--- src/rtl/opi_pkg.sv ---
// Package for the ODE pair integrator: number format, limits, method codes,
// sequencer states and a fixed-point saturation helper. No dependencies.
package opi_pkg;

  localparam int FRAC_BITS = 24;
  localparam int MAX_STEPS = 4095;
  localparam int STEP_W    = 12;

  typedef logic signed [31:0] q_t;

  typedef enum logic [1:0] {
    METH_RK4  = 2'd0,
    METH_MID  = 2'd1,
    METH_EUL  = 2'd2,
    METH_EUL3 = 2'd3
  } method_t;

  typedef enum logic [3:0] {
    ST_IDLE,
    ST_CHECK,
    ST_G,
    ST_MUL_Y,
    ST_MUL_Z,
    ST_STAGE,
    ST_ACC,
    ST_DIV,
    ST_UPD,
    ST_DONE
  } state_t;

  localparam logic signed [31:0] Q_MAX = 32'sh7FFFFFFF;
  localparam logic signed [31:0] Q_MIN = 32'sh80000000;

  function automatic q_t sat36(input logic signed [35:0] v);
    if (v > 36'sd2147483647) return Q_MAX;
    if (v < -36'sd2147483648) return Q_MIN;
    return v[31:0];
  endfunction

endpackage

--- src/rtl/opi_mulq.sv ---
// Shared Q-format multiplier: registered 32x32 product, then rounding and
// saturation done combinationally after the register. Depends on opi_pkg.
module opi_mulq
  import opi_pkg::*;
(
  input  logic clk,
  input  q_t   a,
  input  q_t   b,
  output q_t   p
);
  logic signed [63:0] prod;
  logic signed [63:0] rnd;
  logic signed [39:0] sh;

  always_ff @(posedge clk) begin
    prod <= a * b;
  end

  always_comb begin
    rnd = prod + (64'sd1 <<< (FRAC_BITS - 1));
    sh  = 40'(rnd >>> FRAC_BITS);
    if (sh > 40'sd2147483647) p = Q_MAX;
    else if (sh < -40'sd2147483648) p = Q_MIN;
    else p = sh[31:0];
  end
endmodule

--- config.mk ---
export PLATFORM = sky130hd
export DESIGN_NAME = opi_mulq
export DESIGN_NICKNAME = d
export VERILOG_FILES = /design/src/rtl/opi_pkg.sv /design/src/rtl/opi_mulq.sv
export SDC_FILE = /design/constraint.sdc
export NUM_CORES = 2
export LEC_CHECK = 0
export ABC_AREA = 1
export ABC_CLOCK_PERIOD_IN_PS = 8200
export BUFFER_PORTS_ARGS = -buffer_cell sky130_fd_sc_hd__buf_2
export CORE_UTILIZATION = 61
export DETAILED_ROUTE_END_ITERATION = 10
export GPL_TIMING_DRIVEN = 1
export PLACE_DENSITY = 0.89
export SYNTH_ARGS = -nofsm -noshare
export SYNTH_HDL_FRONTEND = slang
export SYNTH_SLANG_ARGS = --single-unit
--- constraint.sdc ---
create_clock -name clk -period 8.2 [get_ports clk]
set_clock_uncertainty 0.2 [all_clocks]
set_input_delay 1.64 -clock clk [delete_from_list [all_inputs] [get_ports clk]]
set_output_delay 1.64 -clock clk [all_outputs]
set_load 0.1 [all_outputs]
==> key figures <==
Finish
  • Layout Cells excl Fill: 6411
  • Most common cell after layout, fill and taps aside: inv_1
  • Filler cells: 4195
  • Fraction of layout cells with a size suffix above 1: 16.79%
  • Nets: 6878
  • Layout Area Growth over Synthesis: 17.61%
  • Max reg flops: 41
  • Top Registers: prod (41)
  • Largest reg by FF count: prod
  • Most frequent cells in the layout: inv_1 (1596), nand2_1 (1345), fa_1 (1037)

Clock tree
  • CTS Buffer Depth: 2
  • Clock slew at reported path FFs: 70 ps
  • Number of CTS-inserted buffers: 5
  • Clock Sinks: 41
  • CTS tree: yes
  • Root buffer cell: clkbuf_16
  • H-tree Lvls: 2
  • Hold_buf cts: 0

Timing
  • Minimum clock period: 8461 ps
  • Final Setup Violations: 41
  • Count of final max-slew check failures: 0
  • RSZ-0062 raised after global routing: true
  • Worst slew pin tran: 772.7 ps
  • Final WS setup: -261.4 ps
  • Max frequency: 0.1182 GHz
  • Max_slew headroom: 48.40%
  • Setup TNS: -5634 ps
  • Final hold viol count: 0
  • Post-route clock period utilization: 103.2%

GRT
  • Vias in the first global route: 40340
  • First-pass GRT wire length: 201400 µm
  • Global route overflow: 0
  • Pin count of the biggest net entering global routing: 33
  • Initial antenna violation count: 5
  • Total GRT Usage: 39.13%

Critical path
  • Worst path max stage delay: 690 ps
  • Arr. time, crit path: 8450 ps
  • Worst path bufs/invs: 11
  • Worst setup path class: input pin to flip-flop
  • Crit-path max FO: 6
  • CP max stage cell: fa_1
  • CP required: 8190 ps
  • Startpoint types: input pin
  • CP top delay family: adder cells
  • CP Capture Type: flip-flop

Floorplan
  • Core area: 64700 µm²
  • Initial Util: 62.00%
  • Std-Cell Rows: 93
  • Die Y: 258.4 µm
  • Ports: 97
  • Die area: 66790 µm²
  • Overall die width: 258.4 µm

Synthesis
  • Synth Net Count: 6481
  • Ys Warns: 0
  • Synthesized area: 40110 µm²
  • Syn avg cell area: 7.782 µm²
  • Sequential area share after synthesis: 2.046%
  • Post-Synthesis Cells: 5154
  • Register bit total from synthesis: 41
  • Distinct cells, synth: 35

Min path
  • Hold crit path type: input pin to flip-flop

Detailed routing
  • Routed WL: 136200 µm
  • 1st-iter DRT viols: 4158
  • Vias/cell: 5.710
  • First-pass iteration count of the detailed router: 8
  • Detail Route Antenna Nets: 0
  • Via count: 36610
  • Residual DRC: 0
  • Wire per inst: 21.24 µm

Placed design
  • PortBufs: 96
  • DP HPWL: 109700 µm
  • Cells after DPL: 6359
  • GPL Wtd Cong: 1.024

Outcome
  • Outcome: finished with violations
  • Violated checks: setup timing

Run
  • Max_cap viols: 0
## through the flow
stage	utilization [%]	hold slack [ps]	cell area, µm²	worst slack, ps
3_3_place_gp	69.80	2284	45160	-352.0
6_report	72.92	2440	47180	-261.4
2_1_floorplan	-	1981	40250	-29.63
4_1_cts	70.30	2427	45480	3.552
3_5_place_dp	69.80	2285	45160	-480.7
5_1_grt	72.90	2505	47170	-499.1
## kinds of logic after synthesis
logic type / after synthesis / share of synthesized area (%)
adder cells (fa/ha/maj): 1262 / 59.60
buffers and inverters: 1846 / 17.39
AO/OA/AOI/OAI: 179 / 2.480
AND/OR/NAND/NOR: 1765 / 17.16
XOR/XNOR: 61 / 1.332
flip-flops: 41 / 2.046
## cell usage after synthesis
library cell | count | area share, %
nor4_1 | 8 | 0.12
a21boi_0 | 6 | 0.11
or2_2 | 7 | 0.11
nand2_1 | 1389 | 13
a31oi_1 | 2 | 0.031
a21o_1 | 11 | 0.21
nor2_1 | 249 | 2.3
clkbuf_1 | 191 | 1.8
o211ai_1 | 4 | 0.075
nand2_4 | 2 | 0.056
nor3_1 | 15 | 0.19
a31o_2 | 1 | 0.022
ha_1 | 181 | 5.6
nand3b_1 | 1 | 0.019
nand2_2 | 3 | 0.047
inv_2 | 3 | 0.028
and2_1 | 2 | 0.031
nand3_1 | 63 | 0.79
a21oi_1 | 81 | 1.0
xnor2_1 | 19 | 0.41
fa_1 | 1081 | 54
o21bai_1 | 8 | 0.15
inv_1 | 1645 | 15
xor2_1 | 42 | 0.92
nor3_4 | 1 | 0.041
nand4_1 | 17 | 0.27
and3_1 | 4 | 0.062
o21ai_0 | 58 | 0.72
nor4b_1 | 1 | 0.022
o21a_1 | 8 | 0.15
buf_1 | 1 | 0.0093
dfxtp_1 | 41 | 2.0
nor3_2 | 2 | 0.050
buf_6 | 6 | 0.17
nor2_4 | 1 | 0.028
## final timing paths
kind,from,endpoint,slack [ps],depth (start not counted)
setup / recovery,a[11],prod[31],-260,30
hold / removal,b[0],prod[53],2440,12
## metal layers
layer,wire length (µm),up-vias,global-route usage [%]
li1,-,15020,-
met1,41650,17510,42.42
met2,63860,2871,66.98
met3,16140,1217,8.695
met4,14520,0,29.75
met5,0,-,0
## what timing repair did
item                                   CTS  global route
endpoints found under the hold margin    0             0
buffers inserted                         0            36
pin swaps                                4           121
resized for setup                       40           433
cloned                                   0             4
setup endpoints to repair               37            41
## cell type report
type / count / area (µm²) / share of cell area, %
Timing Repair Buffer: 588 / 5310 / 11.26
Inverter: 1648 / 6190 / 13.12
Clock inverter: 3 / 46.29 / 0.09813
Antenna cell: 4 / 10.01 / 0.02122
Sequential cell: 41 / 820.8 / 1.740
Clock buffer: 5 / 125.1 / 0.2652
Tap cell: 855 / 1070 / 2.268
Multi-Input combinational cell: 3267 / 33600 / 71.23
Power is left out: the tool's default activity adds up to more than one toggle a clock period on the data nets, which glitch-free logic cannot reach.
